$ cat src/sv/ste_pkg.sv
`default_nettype none

package ste_pkg;

    // Field widths of the entry words and of a tile command
    localparam int CODE_W = 14;
    localparam int COL_W  = 4;
    localparam int SX_W   = 10;
    localparam int SY_W   = 11;
    localparam int SEG_W  = 3;

    // Depth of the queue between front and back
    localparam int Q_DEPTH = 2;
    localparam int Q_PTR_W = (Q_DEPTH > 1) ? $clog2(Q_DEPTH) : 1;
    localparam int Q_CNT_W = $clog2(Q_DEPTH + 1);

    // One visible sprite entry, ready for expansion into tile commands
    typedef struct packed {
        logic [CODE_W-1:0] base;      // tile code with low segment bits cleared
        logic [SEG_W-1:0]  top;       // number of segments minus one
        logic              entry_fy;  // entry's own flip y, orders the codes
        logic              flip_scr;  // stack downward when set
        logic [COL_W-1:0]  colour;
        logic              fx;
        logic              fy;
        logic [SX_W-1:0]   x;
        logic [SY_W-1:0]   y;         // position of segment zero
    } entry_t;

endpackage : ste_pkg

`default_nettype wire

$ cat src/sv/sprite_entry_tile_expander.sv
// Sprite entry tile expander.
//
// Input channel (in_valid/in_ready) takes one sprite entry word set:
// attr_word, code_word, pos_word and frame_odd. Entries with a zero tile
// code, or flashing entries on an odd frame, are taken and dropped.
// Each visible entry gives 1, 2, 4 or 8 tile commands on the output
// channel (out_valid/out_ready), far end of the stack first, last set on the final one.
// The configuration channel (cfg_valid/cfg_ready/cfg_data) writes the screen
// flip bit; it is always ready and should change only while the block is idle.
//
// The first command of an entry passes through the queue slot, the sequencer's
// entry register and the output register. Throughput: one command per cycle
// while the receiver takes every word; the segment sequencer in the back end
// sets this rate. A dropped entry never enters the queue.
// A two-word queue sits between the classifying front and the sequencer.
// When the receiver stalls, the output word holds and the sequencer waits;
// the front keeps taking entries until the queue is full.
// Reset clears the queue, the sequencer and the screen flip bit.

`default_nettype none

module sprite_entry_tile_expander
    import ste_pkg::*;
(
    input  wire logic              clk,
    input  wire logic              rst_n,
    input  wire logic              cfg_valid,
    output logic                   cfg_ready,
    input  wire logic              cfg_data,
    input  wire logic              in_valid,
    output logic                   in_ready,
    input  wire logic [15:0]       attr_word,
    input  wire logic [15:0]       code_word,
    input  wire logic [15:0]       pos_word,
    input  wire logic              frame_odd,
    output logic                   out_valid,
    input  wire logic              out_ready,
    output logic [CODE_W-1:0]      tile_code,
    output logic [COL_W-1:0]       colour,
    output logic                   flip_x,
    output logic                   flip_y,
    output logic signed [SX_W-1:0] screen_x,
    output logic signed [SY_W-1:0] screen_y,
    output logic                   last
);

    logic   push_valid;
    logic   push_ready;
    entry_t push_entry;
    logic   pop_valid;
    logic   pop_ready;
    entry_t pop_entry;

    ste_front u_front (
        .clk        (clk),
        .rst_n      (rst_n),
        .cfg_valid  (cfg_valid),
        .cfg_ready  (cfg_ready),
        .cfg_data   (cfg_data),
        .in_valid   (in_valid),
        .in_ready   (in_ready),
        .attr_word  (attr_word),
        .code_word  (code_word),
        .pos_word   (pos_word),
        .frame_odd  (frame_odd),
        .push_valid (push_valid),
        .push_ready (push_ready),
        .push_entry (push_entry)
    );

    ste_queue u_queue (
        .clk        (clk),
        .rst_n      (rst_n),
        .push_valid (push_valid),
        .push_ready (push_ready),
        .push_entry (push_entry),
        .pop_valid  (pop_valid),
        .pop_ready  (pop_ready),
        .pop_entry  (pop_entry)
    );

    ste_back u_back (
        .clk        (clk),
        .rst_n      (rst_n),
        .pop_valid  (pop_valid),
        .pop_ready  (pop_ready),
        .pop_entry  (pop_entry),
        .out_valid  (out_valid),
        .out_ready  (out_ready),
        .tile_code  (tile_code),
        .colour     (colour),
        .flip_x     (flip_x),
        .flip_y     (flip_y),
        .screen_x   (screen_x),
        .screen_y   (screen_y),
        .last       (last)
    );

endmodule : sprite_entry_tile_expander

`default_nettype wire

$ cat src/sv/ste_front.sv
`default_nettype none

module ste_front
    import ste_pkg::*;
(
    input  wire logic        clk,
    input  wire logic        rst_n,
    input  wire logic        cfg_valid,
    output logic             cfg_ready,
    input  wire logic        cfg_data,
    input  wire logic        in_valid,
    output logic             in_ready,
    input  wire logic [15:0] attr_word,
    input  wire logic [15:0] code_word,
    input  wire logic [15:0] pos_word,
    input  wire logic        frame_odd,
    output logic             push_valid,
    input  wire logic        push_ready,
    output entry_t           push_entry
);

    logic              flip_screen_reg;
    logic              flip_screen_next;
    logic [CODE_W-1:0] code;
    logic              hidden;
    logic [SEG_W-1:0]  top;
    logic [SX_W-1:0]   x9;
    logic [SY_W-1:0]   y9;

    // Hold the screen flip register
    assign cfg_ready = 1'b1;

    always_comb
    begin
        flip_screen_next = flip_screen_reg;
        if (cfg_valid)
        begin
            flip_screen_next = cfg_data;
        end
    end

    always_ff @(posedge clk or negedge rst_n)
    begin
        if (!rst_n)
        begin
            flip_screen_reg <= 1'b0;
        end
        else
        begin
            flip_screen_reg <= flip_screen_next;
        end
    end

    // Classify: drop empty entries and flashing entries on odd frames
    assign code     = code_word[CODE_W-1:0];
    assign hidden   = (code == '0) || (attr_word[12] && frame_odd);
    assign in_ready = push_ready;
    assign push_valid = in_valid && !hidden;

    // Decode the segment count
    always_comb
    begin
        unique case (attr_word[10:9])
            2'd0: top = 3'd0;
            2'd1: top = 3'd1;
            2'd2: top = 3'd3;
            default: top = 3'd7;
        endcase
    end

    // Wrap the 9-bit positions to signed values
    assign x9 = (pos_word[8:0] >= 9'd320) ? {1'b1, pos_word[8:0]} : {1'b0, pos_word[8:0]};
    assign y9 = {{2{attr_word[8]}}, attr_word[8:0]};

    // Build the entry word for the back end
    always_comb
    begin
        push_entry.base     = code & ~{{(CODE_W-SEG_W){1'b0}}, top};
        push_entry.top      = top;
        push_entry.entry_fy = attr_word[14];
        push_entry.flip_scr = flip_screen_reg;
        push_entry.colour   = pos_word[12:9];
        push_entry.fx       = attr_word[13] ^ flip_screen_reg;
        push_entry.fy       = attr_word[14] ^ flip_screen_reg;
        if (flip_screen_reg)
        begin
            push_entry.x = x9;
            push_entry.y = y9;
        end
        else
        begin
            push_entry.x = 10'd304 - x9;
            push_entry.y = 11'd240 - y9;
        end
    end

endmodule : ste_front

`default_nettype wire

$ cat src/sv/ste_queue.sv
`default_nettype none

module ste_queue
    import ste_pkg::*;
(
    input  wire logic   clk,
    input  wire logic   rst_n,
    input  wire logic   push_valid,
    output logic        push_ready,
    input  wire entry_t push_entry,
    output logic        pop_valid,
    input  wire logic   pop_ready,
    output entry_t      pop_entry
);

    entry_t               slot_reg [Q_DEPTH];
    logic [Q_PTR_W-1:0]   wr_ptr_reg;
    logic [Q_PTR_W-1:0]   wr_ptr_next;
    logic [Q_PTR_W-1:0]   rd_ptr_reg;
    logic [Q_PTR_W-1:0]   rd_ptr_next;
    logic [Q_CNT_W-1:0]   count_reg;
    logic [Q_CNT_W-1:0]   count_next;
    logic                 do_push;
    logic                 do_pop;

    assign push_ready = (count_reg != Q_CNT_W'(Q_DEPTH));
    assign pop_valid  = (count_reg != '0);
    assign pop_entry  = slot_reg[rd_ptr_reg];
    assign do_push    = push_valid && push_ready;
    assign do_pop     = pop_valid && pop_ready;

    // Advance pointers and fill count
    always_comb
    begin
        wr_ptr_next = wr_ptr_reg;
        rd_ptr_next = rd_ptr_reg;
        count_next  = count_reg;
        if (do_push)
        begin
            wr_ptr_next = (wr_ptr_reg == Q_PTR_W'(Q_DEPTH - 1)) ? '0 : wr_ptr_reg + 1'b1;
        end
        if (do_pop)
        begin
            rd_ptr_next = (rd_ptr_reg == Q_PTR_W'(Q_DEPTH - 1)) ? '0 : rd_ptr_reg + 1'b1;
        end
        if (do_push && !do_pop)
        begin
            count_next = count_reg + 1'b1;
        end
        else if (do_pop && !do_push)
        begin
            count_next = count_reg - 1'b1;
        end
    end

    always_ff @(posedge clk or negedge rst_n)
    begin
        if (!rst_n)
        begin
            wr_ptr_reg <= '0;
            rd_ptr_reg <= '0;
            count_reg  <= '0;
        end
        else
        begin
            wr_ptr_reg <= wr_ptr_next;
            rd_ptr_reg <= rd_ptr_next;
            count_reg  <= count_next;
        end
    end

    // Store the pushed word
    always_ff @(posedge clk)
    begin
        if (do_push)
        begin
            slot_reg[wr_ptr_reg] <= push_entry;
        end
    end

endmodule : ste_queue

`default_nettype wire

$ cat src/sv/ste_back.sv
`default_nettype none

module ste_back
    import ste_pkg::*;
(
    input  wire logic         clk,
    input  wire logic         rst_n,
    input  wire logic         pop_valid,
    output logic              pop_ready,
    input  wire entry_t       pop_entry,
    output logic              out_valid,
    input  wire logic         out_ready,
    output logic [CODE_W-1:0] tile_code,
    output logic [COL_W-1:0]  colour,
    output logic              flip_x,
    output logic              flip_y,
    output logic [SX_W-1:0]   screen_x,
    output logic [SY_W-1:0]   screen_y,
    output logic              last
);

    entry_t            cur_reg;
    logic              active_reg;
    logic              active_next;
    logic [SEG_W-1:0]  seg_reg;
    logic              out_valid_reg;
    logic              out_valid_next;
    logic [CODE_W-1:0] tile_code_reg;
    logic [COL_W-1:0]  colour_reg;
    logic              flip_x_reg;
    logic              flip_y_reg;
    logic [SX_W-1:0]   screen_x_reg;
    logic [SY_W-1:0]   screen_y_reg;
    logic              last_reg;
    logic              adv;
    logic              seg_done;
    logic              do_pop;
    logic [SEG_W-1:0]  code_off;
    logic [SY_W-1:0]   y_off;
    logic [CODE_W-1:0] tile_calc;
    logic [SY_W-1:0]   y_calc;

    // Emit one segment whenever the output register is free
    assign adv       = active_reg && (!out_valid_reg || out_ready);
    assign seg_done  = (seg_reg == '0);
    assign pop_ready = !active_reg || (adv && seg_done);
    assign do_pop    = pop_valid && pop_ready;

    // Tile offset: count up or down by the entry's flip y; base has clear low bits
    assign code_off  = cur_reg.entry_fy ? seg_reg : (cur_reg.top ^ seg_reg);
    assign tile_calc = cur_reg.base | {{(CODE_W-SEG_W){1'b0}}, code_off};

    // Stack sixteen lines per segment, up or down by screen flip
    assign y_off  = {{(SY_W-SEG_W-4){1'b0}}, seg_reg, 4'b0000};
    assign y_calc = cur_reg.flip_scr ? (cur_reg.y + y_off) : (cur_reg.y - y_off);

    always_comb
    begin
        active_next = active_reg;
        if (do_pop)
        begin
            active_next = 1'b1;
        end
        else if (adv && seg_done)
        begin
            active_next = 1'b0;
        end
        out_valid_next = out_valid_reg;
        if (adv)
        begin
            out_valid_next = 1'b1;
        end
        else if (out_ready)
        begin
            out_valid_next = 1'b0;
        end
    end

    always_ff @(posedge clk or negedge rst_n)
    begin
        if (!rst_n)
        begin
            active_reg    <= 1'b0;
            out_valid_reg <= 1'b0;
        end
        else
        begin
            active_reg    <= active_next;
            out_valid_reg <= out_valid_next;
        end
    end

    // Load a new entry, or step to the next segment
    always_ff @(posedge clk)
    begin
        if (do_pop)
        begin
            cur_reg <= pop_entry;
            seg_reg <= pop_entry.top;
        end
        else if (adv)
        begin
            seg_reg <= seg_reg - 1'b1;
        end
    end

    // Capture the tile command
    always_ff @(posedge clk)
    begin
        if (adv)
        begin
            tile_code_reg <= tile_calc;
            colour_reg    <= cur_reg.colour;
            flip_x_reg    <= cur_reg.fx;
            flip_y_reg    <= cur_reg.fy;
            screen_x_reg  <= cur_reg.x;
            screen_y_reg  <= y_calc;
            last_reg      <= seg_done;
        end
    end

    assign out_valid = out_valid_reg;
    assign tile_code = tile_code_reg;
    assign colour    = colour_reg;
    assign flip_x    = flip_x_reg;
    assign flip_y    = flip_y_reg;
    assign screen_x  = screen_x_reg;
    assign screen_y  = screen_y_reg;
    assign last      = last_reg;

endmodule : ste_back

`default_nettype wire

$ cat config.mk
export PLATFORM = sky130hd
export DESIGN_NAME = sprite_entry_tile_expander
export DESIGN_NICKNAME = d
export VERILOG_FILES = /design/src/sv/ste_pkg.sv /design/src/sv/sprite_entry_tile_expander.sv /design/src/sv/ste_front.sv /design/src/sv/ste_queue.sv /design/src/sv/ste_back.sv
export SDC_FILE = /design/constraint.sdc
export NUM_CORES = 1
export LEC_CHECK = 0
export ABC_CLOCK_PERIOD_IN_PS = 3700
export BUFFER_PORTS_ARGS = -buffer_cell sky130_fd_sc_hd__buf_4
export CORE_MARGIN = 5
export CORE_UTILIZATION = 39
export DETAILED_ROUTE_END_ITERATION = 12
export GPL_TIMING_DRIVEN = 0
export PLACE_DENSITY = 0.67
export SYNTH_ARGS = -nofsm -noshare
export SYNTH_HDL_FRONTEND = slang
export SYNTH_HIERARCHICAL = 1
export SYNTH_SLANG_ARGS = --single-unit
$ cat constraint.sdc
create_clock -name clk -period 3.7 [get_ports clk]
set_input_delay 0.74 -clock clk [delete_from_list [all_inputs] [get_ports clk]]
set_output_delay 0.74 -clock clk [all_outputs]
set_load 0.01 [all_outputs]
Word-level counts from Yosys, hierarchy flattened
Memories as Yosys holds them, arrays and structs flattened.
Index checks and enable logic that the tools add are counted.

word-level totals
  register bits = 98
  bits in writable memories = 92
  input port bits = 55
  output and inout bits = 45
  word-level logic and storage cells = 84
  memories = 1

memories
  name              depth  width  read ports  clocked after Yosys merged registers in  wr ports  line             source
  u_queue.slot_reg  2      46     1           0                                        1         ste_queue.sv:16  entry_t slot_reg [Q_DEPTH];

operators by class
  add/sub/neg operators = 9
  $lt $le $gt $ge = 1
  eq/ne operators = 3
  muxes and demuxes = 17
  bitwise logic cells = 6
  reduce and logical (&&, ||, !) cells = 24

operators with widths
  operator                                                  count
  two-way mux 21 bit                                        1
  AND 14 bit                                                1
  logical NOT 14 bit                                        1
  NOT 3 -> 14 bit                                           1
  OR 14 x 3 -> 14 bit                                       1
  adder 11 x 7 -> 11 bit                                    1
  two-way mux 11 bit                                        1
  subtractor 11 x 7 -> 11 bit                               1
  two-way mux 10 bit                                        1
  nonzero test 2 bit                                        5
  subtractor 9 x 10 -> 10 bit, first input constant         1
  subtractor 9 x 9 -> 10 bit, first input constant          1
  greater-or-equal comparator 9 bit, second input constant  1
  two-way mux 3 bit                                         3
  case mux 3 bit (3 select lines)                           1
  logical AND 1 bit                                         8
  two-way mux 1 bit                                         8
  logical NOT 1 bit                                         5
  two-way mux 2 bit                                         2
  logical NOT 3 bit                                         1
  logical OR 1 bit                                          3
  subtractor 3 x 1 -> 3 bit, second input constant          1
  bitwise XOR 3 bit                                         1
  adder 1 bit, second input constant                        2
  7 further kinds                                           8

Depth between registers and ports, before layout
Gate-level depths: netlist of run 1.

  depth in word-level cells = 9
  mapped depth = 9
  gate-level depth less buffers = 9

Modules after synthesis
Netlist of run 1, hierarchy kept.

by module, submodules not included
  module     instances  cells each  area an instance (µm²)  seq. area each (µm²)
  ste_queue  1          161         3637.2                  2862.7
  ste_back   1          160         3291.9                  2782.7
  ste_front  1          99          686.9                   25.0

Least setup slack after synthesis of run 1
Ideal clock, no wire load.

  path kind = in2reg
  start = in code_word[6]
  end = mem u_queue/slot_reg[0][0] (netlist name), enable pin
  library setup time = 450 ps
  data arrival time = 3029 ps
  path slack = 222 ps
  stages on the path = 5
  cells stage by stage = nor4_1 -> nand4_1 -> and3_1 -> nand2_1 -> nor2_1

on the way
  word-level cells in the longest chain between the ends = 7

ends and longest elaborated chain
  what                                     line                              source
  from (decl)                              sprite_entry_tile_expander.sv:33  input wire logic [15:0] code_word,
  logical NOT 14 bit                       ste_front.sv:56                   assign hidden = (code == '0) || (attr_word[12] && frame_odd);
  logical OR 1 bit                         ste_front.sv:56
  logical NOT 1 bit                        ste_front.sv:58                   assign push_valid = in_valid && !hidden;
  logical AND 1 bit                        ste_front.sv:58
  via push_valid                           sprite_entry_tile_expander.sv:47  logic push_valid;
  logical AND 1 bit                        ste_queue.sv:29                   assign do_push = push_valid && push_ready;
  two-way mux 1 bit                        ste_queue.sv:75                   if (do_push)
  two-way mux 1 bit (implied by the code)  ste_queue.sv:77                   slot_reg[wr_ptr_reg] <= push_entry;
  to (decl)                                ste_queue.sv:16

The timed path passes the listed nets, and every way through them passes these cells.

Final worst setup path of run 1
  start = reg u_back.seg_reg[0]
  end = reg u_back/cur_reg[22] (netlist name), enable pin

on the way
  word-level cells in the longest chain between the ends = 4

ends and longest elaborated chain
  what                    line                              source
  from (decl)             ste_back.sv:25                    logic [SEG_W-1:0] seg_reg;
  from (signal assigned)  ste_back.sv:99                    seg_reg <= pop_entry.top;
  from (signal assigned)  ste_back.sv:103                   seg_reg <= seg_reg - 1'b1;
  logical NOT 3 bit       ste_back.sv:45                    assign seg_done = (seg_reg == '0);
  via u_back.seg_done     ste_back.sv:36                    logic seg_done;
  logical AND 1 bit       ste_back.sv:46                    assign pop_ready = !active_reg || (adv && seg_done);
  logical OR 1 bit        ste_back.sv:46
  via pop_ready           sprite_entry_tile_expander.sv:51  logic pop_ready;
  logical AND 1 bit       ste_back.sv:47                    assign do_pop = pop_valid && pop_ready;
  to (signal assigned)    ste_back.sv:98                    cur_reg <= pop_entry;
  to (decl)               ste_back.sv:22                    entry_t cur_reg;

The timed path passes the listed nets, and every way through them passes these cells.
A chain may end at the register's enable or synchronous reset.

==> run metrics, run 1 <==
worst r2r src=u_back/seg_reg[0]$_DFFE_PP_; EDFF count, synth=183; grt total ovfl=0; WP data required=3.74 ns; Vias/cell=4.55; Post-Syn Instances=420; wire length per cell=15.9 microns; Lkg Pwr=3.47 nW; pin count of the biggest net entering global routing=47; status=finished, final reports clean; Slew @ Worst Pin=1.05 ns; clk_lat worst skew=0.42 ns; delay-heaviest family, CP=buffers and inverters; Syn. warnings=6; reg-to-reg endpoint=u_back/cur_reg[22]$_DFFE_PP_; IO Count=100; Routed Antenna Nets=0; crit path max fanout=46; hold_ws=0.122 ns; Synth async-reset ratio=0.0368; top cells by area, synth=edfxtp_1 (72%), mux2_4 (5.9%), mux2_2 (3.1%), dfrtp_1 (2.3%), buf_4 (2.2%); CP Launch Point=u_back/seg_reg[0]$_DFFE_PP_; H-tree depth=4; VDD IR-drop max=0.000340 V; Nets=595; Largest register FFs=92; crit path launch type=flop; DRC viols=0; PwrDens=716 nW/um^2; PnR worst setup slack=1.15 ns; critical path, cell by cell=inv_1 -> ha_1 -> ha_1 -> a21bo_2 -> nand2_4 -> inv_2; CTS Buf Count=17; Primary FF master, synth=edfxtp_1; gr usage total=0.123; crit path DAT=2.59 ns; Area Overhead vs Synth=21.8%; # diodes=0; Peak Freq=392 MHz; Final Hold Vio Count=0; Max-Cap Viols=0; number of setup buffers added after CTS=0; crit end category=flop; highest cell delay on the worst timing path=0.77 ns; DR vias=3,668; FILL cells=1,620; most used cell, CP=ha_1; commonest cells after routing, fill and taps aside=edfxtp_1 (183), buf_4 (109), mux2_4 (30); die area=22,400 sq um; CTS tree=yes; worst setup path endpoint=u_back/cur_reg[22]$_DFFE_PP_; sequential standard cell area=5670 sq um; multi-input gate area in the final layout=1670 sq um; Seq cells post-synth=190; GPL Wtd Cong=0.801; CP bufs+invs=2; Period Utilization, post-route=0.690; critical path type=reg -> reg; RSZ-0062 raised after global routing=no; Crit path depth=6; slew margin rel.=0.298; Distinct cells, synth=49; first-pass GRT wire length=20,700 microns; Seq/Total Area, Yosys=0.745; post-synth top area cell=edfxtp_1; post-CTS sizing=0; hold_buf cts=0; setup_tns=0 ns; HPWL after DPL=8930 microns; fin crit period=2.55 ns; syn nets=486; layout cells sized above 1=0.391; post-synthesis cell area=7620 sq um; Final Max Tran Viols=0; commonest non-fill, non-tap cell in the layout=edfxtp_1; Synth top area share=0.722; Slowest-stage cell, CP=inv_2; r2r worst-path depth=6; CTS Sinks=190; Site Rows=51; min-delay worst type=in -> async; clock root cell=clkbuf_16; Die X-Extent=150 microns; Core ar.=19,300 sq um; clk buf depth=2; R2R Setup Slk=1.15 ns; total power=6.64 mW; skew final=0.00703 ns; Die H=150 microns; vias in the first global route=3,982; drt total wl=12,800 microns; setup slack at placement=1.13 ns; Starting Density=0.394; buffers added on ports=87; Final setup viols=0; Mapped Avg Cell Area=18.1 sq um; Initial DRC Count=164; initial antenna violation count=0; first drt pass iteration count=4; clock-pin slew on the worst setup and hold paths=0.06 ns
[layer usage]
metal  routed length [microns]  share of wire  GRT usage
met1                      5140           0.40      0.138
met3                       456          0.036     0.0294
met5                         0              0          0
met4                       465          0.036     0.0695
met2                      6740           0.53      0.213
[report_power, final]
group          switching (mW)  internal, mW  total, mW
combinational           0.821         0.825       1.65
clock                   0.733          1.12       1.86
sequential              0.145          2.99       3.14
total                    1.70          4.94       6.64
[Yosys cell counts, types with 3 or more instances]
library cell  number
a21oi_2            3
and3_1             3
buf_4             22
buf_6              4
dfrtp_1            7
edfxtp_1         183
ha_1              10
inv_1             14
mux2_2            21
mux2_4            30
mux2i_1            3
nand2_1           12
nand2b_1           9
nand3_1            3
nor2_1            12
nor2b_1            8
nor3_1             5
nor4_1             6
xnor2_1           12
xor2_1            17
[logic make-up after synthesis]
kind of cell | share of synthesized area
simple gates | 0.0521
buf+inv | 0.0373
flops | 0.745
fa+ha+maj | 0.0205
other cells | 0.000492
mux | 0.0956
xor+xnor | 0.0333
compound gates | 0.0161
[layout make-up]
cell class	instances	share of cell area
Sequential cell	190	0.611
Multi-Input combinational cell	185	0.180
Timing Repair Buffer	90	0.0769
Clock buffer	20	0.0471
Tap cell	265	0.0357
Buffer	30	0.0245
Clock inverter	12	0.0182
Inverter	15	0.00607
[through the flow]
stage / utilization / cells / instance area [sq um]
2_1_floorplan: - / 420 / 7620
3_3_place_gp: 0.445 / 772 / 8600
3_5_place_dp: 0.448 / 775 / 8670
4_1_cts: 0.480 / 807 / 9280
5_1_grt: 0.480 / 807 / 9280
6_report: 0.480 / 807 / 9280
[how the worst min path moves through the flow]
stage,start,endpoint,cells past startpoint
after floorplan,u_back/cur_reg[23]$_DFFE_PP_,u_back/colour[0]$_DFFE_PP_,0
after global placement,u_back/cur_reg[39]$_DFFE_PP_,u_back/tile_code[7]$_DFFE_PP_,0
after detailed placement,u_back/cur_reg[14]$_DFFE_PP_,u_back/screen_x[3]$_DFFE_PP_,0
after CTS,rst_n,u_front/flip_screen_reg$_DFFE_PN0P_,1
after global routing,rst_n,u_front/flip_screen_reg$_DFFE_PN0P_,1
final,rst_n,u_front/flip_screen_reg$_DFFE_PN0P_,1
(Power assumes the default switching activity.)
==> inputs of run 2 (changes only) <==
--- a/config.mk
+++ b/config.mk
@@ -5,7 +5,7 @@
 export SDC_FILE = /design/constraint.sdc
 export NUM_CORES = 1
 export LEC_CHECK = 0
-export ABC_CLOCK_PERIOD_IN_PS = 3700
+export ABC_CLOCK_PERIOD_IN_PS = 2600
 export BUFFER_PORTS_ARGS = -buffer_cell sky130_fd_sc_hd__buf_4
 export CORE_MARGIN = 5
 export CORE_UTILIZATION = 39
==> constraint.sdc (replaced) <==
create_clock -name clk -period 2.6 [get_ports clk]
set_input_delay 0.52 -clock clk [delete_from_list [all_inputs] [get_ports clk]]
set_output_delay 0.52 -clock clk [all_outputs]
set_load 0.01 [all_outputs]
==> run metrics, run 2 (same netlist as run 1, synthesis figures left out) <==
Final Max Tran Viols=0 (unchanged); drt total wl=13,000 microns (was 12,800 microns); setup_tns=0 ns (unchanged); WP data required=2.77 ns (was 3.74 ns); worst r2r src=u_back/seg_reg[0]$_DFFE_PP_ (unchanged); H-tree depth=4 (unchanged); wire length per cell=16.1 microns (was 15.9 microns); crit path launch type=flop (unchanged); reg-to-reg endpoint=u_back/screen_y[9]$_DFFE_PP_ (was u_back/cur_reg[22]$_DFFE_PP_); Core ar.=19,300 sq um (unchanged); total power=9.49 mW (was 6.64 mW); DR vias=3,678 (was 3,668); HPWL after DPL=9160 microns (was 8930 microns); Slew @ Worst Pin=0.713 ns (was 1.05 ns); DRC viols=0 (unchanged); worst setup path endpoint=u_back/screen_y[9]$_DFFE_PP_ (was u_back/cur_reg[22]$_DFFE_PP_); Area Overhead vs Synth=22.3% (was 21.8%); Lkg Pwr=3.49 nW (was 3.47 nW); Die X-Extent=150 microns (unchanged); fin crit period=2.50 ns (was 2.55 ns); Site Rows=51 (unchanged); commonest cells after routing, fill and taps aside=edfxtp_1 (183), buf_4 (111), mux2_4 (30) (was edfxtp_1 (183), buf_4 (109), mux2_4 (30)); slew margin rel.=0.524 (was 0.298); PwrDens=1020 nW/um^2 (was 716 nW/um^2); skew final=0.00737 ns (was 0.00703 ns); gr usage total=0.123 (about the same); Routed Antenna Nets=0 (unchanged); Peak Freq=400 MHz (was 392 MHz); VDD IR-drop max=0.000532 V (was 0.000340 V); clock-pin slew on the worst setup and hold paths=0.07 ns (was 0.06 ns); Final setup viols=0 (unchanged); Final Hold Vio Count=0 (unchanged); r2r worst-path depth=9 (was 6); CTS Sinks=190 (unchanged); die area=22,400 sq um (unchanged); Die H=150 microns (unchanged); clock root cell=clkbuf_16 (unchanged); Vias/cell=4.54 (was 4.55); clk buf depth=2 (unchanged); R2R Setup Slk=0.1 ns (was 1.15 ns); Largest register FFs=92 (unchanged); IO Count=100 (unchanged); initial antenna violation count=0 (unchanged); Max-Cap Viols=0 (unchanged); Nets=598 (was 595); CTS tree=yes (unchanged); Starting Density=0.394 (unchanged); commonest non-fill, non-tap cell in the layout=edfxtp_1 (unchanged); status=finished, final reports clean (unchanged); setup slack at placement=-0.00764 ns (was 1.13 ns); RSZ-0062 raised after global routing=no (unchanged); grt total ovfl=0 (unchanged); critical path type=reg -> reg (unchanged); Initial DRC Count=163 (was 164); Period Utilization, post-route=0.962 (was 0.690); min-delay worst type=in -> reg (was in -> async); PnR worst setup slack=0.0976 ns (was 1.15 ns); crit path DAT=2.67 ns (was 2.59 ns); Core Util, Final=0.482 (was 0.480); pin count of the biggest net entering global routing=47 (unchanged); CP Launch Point=u_back/seg_reg[0]$_DFFE_PP_ (unchanged); first-pass GRT wire length=20,800 microns (was 20,700 microns); crit end category=flop (unchanged); buffers added on ports=87 (unchanged); CTS Buf Count=17 (unchanged); hold path start=pos_word[11]; GPL Wtd Cong=0.762 (was 0.801); vias in the first global route=4,004 (was 3,982); first drt pass iteration count=4 (unchanged); layout cells sized above 1=0.402 (was 0.391); # diodes=0 (unchanged); clk_lat worst skew=0.42 ns (about the same); crit path max fanout=4 (was 46)
==> run 2: how the worst min path moves through the flow <==
stage | endpoint | depth (start not counted)
floorplan | u_back/active_reg$_DFFE_PN0P_ | 0
global placement | u_front/flip_screen_reg$_DFFE_PN0P_ | 1
detailed placement | u_front/flip_screen_reg$_DFFE_PN0P_ | 1
CTS | u_queue/slot_reg[0][25]$_DFFE_PP_ | 1
global route | u_queue/slot_reg[0][25]$_DFFE_PP_ | 1
finish | u_queue/slot_reg[0][25]$_DFFE_PP_ | 1
==> run 2: what timing repair did <==
action / 4_1_cts / 5_1_grt
resized for setup: 0 / 3
hold buffers: 1 / 0
endpoints found under the hold margin: 7 / 0
endpoints found under the setup margin: 0 / 48
buffers inserted: 0 / 2
==> run 2: stage by stage <==
stage | hold slack [ns] | cell area [sq um] | instances
floorplan | 0.224 | 7620 | 420
global placement | 0.343 | 8600 | 772
detailed placement | 0.346 | 8670 | 775
CTS | 0.256 | 9290 | 808
global route | 0.255 | 9310 | 810
finish | 0.280 | 9310 | 810
==> run 2: layer usage <==
layer | share of wire | GRT usage | vias to the layer above
met5 | 0 | 0 | -
met4 | 0.022 | 0.0494 | 0
met3 | 0.040 | 0.0397 | 23
met2 | 0.55 | 0.224 | 63
met1 | 0.39 | 0.133 | 1814
li1 | - | - | 1778
==> run 2: area by class of cell <==
| class | count | area [sq um] |
|---|---|---|
| clock inverters | 15 | 183 |
| repair buffers | 93 | 738 |
| inverters | 15 | 58.8 |
| flip-flops and latches | 190 | 5670 |
| clock buffers | 17 | 425 |
| fillers | 1587 | 10000 |
| well taps | 265 | 332 |
| multi-input cells | 185 | 1680 |
| plain buffers | 30 | 228 |
==> run 2: power by group <==
part,leakage [nW],switching (mW),total [mW],internal [mW]
combinational,1.42,1.20,2.40,1.20
sequential,1.78,0.204,4.46,4.25
clock,0.294,1.11,2.64,1.53
total,3.49,2.52,9.49,6.98
==> run 2: critical path, cell delays in order, from the launching register on <==
cell and delay (ns):
edfxtp_1 0.38, inv_1 0.09, ha_1 0.20, ha_1 0.28
mux2_2 0.27, ha_1 0.34, nand2_1 0.11, o211ai_2 0.11
maj3_2 0.32, xor2_1 0.14
==> inputs of run 3 (changes only) <==
--- a/config.mk
+++ b/config.mk
@@ -10,8 +10,8 @@
 export CORE_MARGIN = 5
 export CORE_UTILIZATION = 39
 export DETAILED_ROUTE_END_ITERATION = 12
+export GPL_ROUTABILITY_DRIVEN = 0
 export GPL_TIMING_DRIVEN = 0
-export PLACE_DENSITY = 0.67
 export SYNTH_ARGS = -nofsm -noshare
 export SYNTH_HDL_FRONTEND = slang
 export SYNTH_HIERARCHICAL = 1
==> run metrics, run 3 (same netlist as run 1, synthesis figures left out) <==
status=finished, final reports clean (unchanged); Slowest-stage cell, CP=a2111o_1 (was edfxtp_1); # diodes=0 (unchanged); number of setup buffers added after CTS=0 (unchanged); Largest register FFs=92 (unchanged); die area=22,400 sq um (unchanged); vias in the first global route=3,988 (was 4,004); crit end category=flop (unchanged); wire length per cell=16.0 microns (was 16.1 microns); Routed Antenna Nets=0 (unchanged); Nets=596 (was 598); hold path start=pos_word[9] (was pos_word[11]); Layout Cells excl Fill=808 (was 810); Die X-Extent=150 microns (unchanged); Lkg Pwr=3.47 nW (was 3.49 nW); critical path, cell by cell=inv_1 -> ha_1 -> ha_1 -> mux2_2 -> ha_4 -> nand3_2 -> a2111o_1 -> nand3_1 -> a21oi_1 (was inv_1 -> ha_1 -> ha_1 -> mux2_2 -> ha_1 -> nand2_1 -> o211ai_2 -> maj3_2 -> xor2_1); clock root cell=clkbuf_16 (unchanged); clock-pin slew on the worst setup and hold paths=0.07 ns (about the same); highest cell delay on the worst timing path=0.40 ns (was 0.38 ns); Vias/cell=4.50 (was 4.54); total power=9.38 mW (was 9.49 mW); CTS tree=yes (unchanged); layout cells sized above 1=0.400 (was 0.402); crit path max fanout=4 (unchanged); first drt pass iteration count=4 (unchanged); crit path DAT=2.62 ns (was 2.67 ns); Site Rows=51 (unchanged); worst r2r src=u_back/seg_reg[0]$_DFFE_PP_ (unchanged); drt total wl=12,900 microns (was 13,000 microns); Peak Freq=409 MHz (was 400 MHz); buffers added on ports=87 (unchanged); CTS Sinks=190 (unchanged); HPWL after DPL=8950 microns (was 9160 microns); Final setup viols=0 (unchanged); grt total ovfl=0 (unchanged); H-tree depth=4 (unchanged); setup_tns=0 ns (unchanged); Post-Place Cells=775 (unchanged); reg-to-reg endpoint=u_back/screen_y[10]$_DFFE_PP_ (was u_back/screen_y[9]$_DFFE_PP_); DR vias=3,636 (was 3,678); Final Max Tran Viols=0 (unchanged); Die H=150 microns (unchanged); CTS Buf Count=17 (unchanged); R2R Setup Slk=0.15 ns (was 0.1 ns); slew margin rel.=0.535 (was 0.524); VDD IR-drop max=0.000472 V (was 0.000532 V); Cells on Worst Hold Path=1 (unchanged); RSZ-0062 raised after global routing=no (unchanged); Max-Cap Viols=0 (unchanged); Area Overhead vs Synth=22.0% (was 22.3%); Initial DRC Count=168 (was 163); min-delay worst type=in -> reg (unchanged); initial antenna violation count=0 (unchanged); crit path launch type=flop (unchanged); clk buf depth=2 (unchanged); Core ar.=19,300 sq um (unchanged); DRC viols=0 (unchanged); PwrDens=1010 nW/um^2 (was 1020 nW/um^2); commonest non-fill, non-tap cell in the layout=edfxtp_1 (unchanged); Starting Density=0.394 (unchanged); WP data required=2.77 ns (about the same); fin crit period=2.45 ns (was 2.50 ns); Period Utilization, post-route=0.941 (was 0.962); Slew @ Worst Pin=0.696 ns (was 0.713 ns); hold endpoint=u_queue/slot_reg[0][23]$_DFFE_PP_ (was u_queue/slot_reg[0][25]$_DFFE_PP_); CP bufs+invs=1 (unchanged); most used cell, CP=ha_1 (unchanged); design area=9290 sq um (was 9310 sq um); commonest cells after routing, fill and taps aside=edfxtp_1 (183), buf_4 (109), mux2_4 (30) (was edfxtp_1 (183), buf_4 (111), mux2_4 (30)); r2r worst-path depth=9 (unchanged); IO Count=100 (unchanged); post-placement cell area=8670 sq um (unchanged); first-pass GRT wire length=20,700 microns (was 20,800 microns); delay-heaviest family, CP=adder cells (unchanged); critical path type=reg -> reg (unchanged); Final Hold Vio Count=0 (unchanged); pin count of the biggest net entering global routing=47 (unchanged); clk_lat worst skew=0.42 ns (about the same); skew final=0.00699 ns (was 0.00737 ns); gr usage total=0.123 (about the same)
-- run 3: repair_timing --
action,4_1_cts,5_1_grt
resized for setup,0,4
hold endpoints to repair,7,0
hold buffers,1,0
endpoints found under the setup margin,0,47
-- run 3: through the flow --
step	setup WS (ns)	hold WS (ns)	util
after floorplan	0.105	0.224	-
after global placement	-0.860	0.348	0.445
after detailed placement	0.0456	0.351	0.448
after CTS	0.0355	0.247	0.479
after global routing	0.0537	0.253	0.480
final	0.154	0.281	0.480
-- run 3: worst max-delay path by stage --
stage,start,end,cells past startpoint
floorplan,code_word[6],u_queue/slot_reg[0][0]$_DFFE_PP_,5
global placement,code_word[11],u_queue/slot_reg[0][20]$_DFFE_PP_,6
detailed placement,u_back/seg_reg[0]$_DFFE_PP_,u_back/cur_reg[20]$_DFFE_PP_,6
CTS,u_back/seg_reg[0]$_DFFE_PP_,u_back/cur_reg[3]$_DFFE_PP_,6
global route,u_back/seg_reg[0]$_DFFE_PP_,u_back/screen_y[10]$_DFFE_PP_,9
finish,u_back/seg_reg[0]$_DFFE_PP_,u_back/screen_y[10]$_DFFE_PP_,9
-- run 3: cell type report --
cell class | instances | area [sq um]
fill | 1614 | 10000
sequential | 190 | 5670
multi-input combinational | 185 | 1690
timing repair buffer | 91 | 723
clock buffer | 18 | 429
tap | 265 | 332
buffer | 30 | 228
clock inverter | 14 | 159
inverter | 15 | 58.8
-- run 3: power breakdown --
part	switching, mW	leakage [nW]	internal, mW
clock network	1.10	0.284	1.44
logic	1.18	1.41	1.20
registers	0.209	1.78	4.25
-- run 3: metal layers --
metal  part of all wire  GRT usage  up-vias
met3              0.033     0.0330       14
met4              0.017     0.0467        0
li1                   -          -     1773
met2               0.57      0.230       52
met5                  0          0        -
met1               0.38      0.131     1797
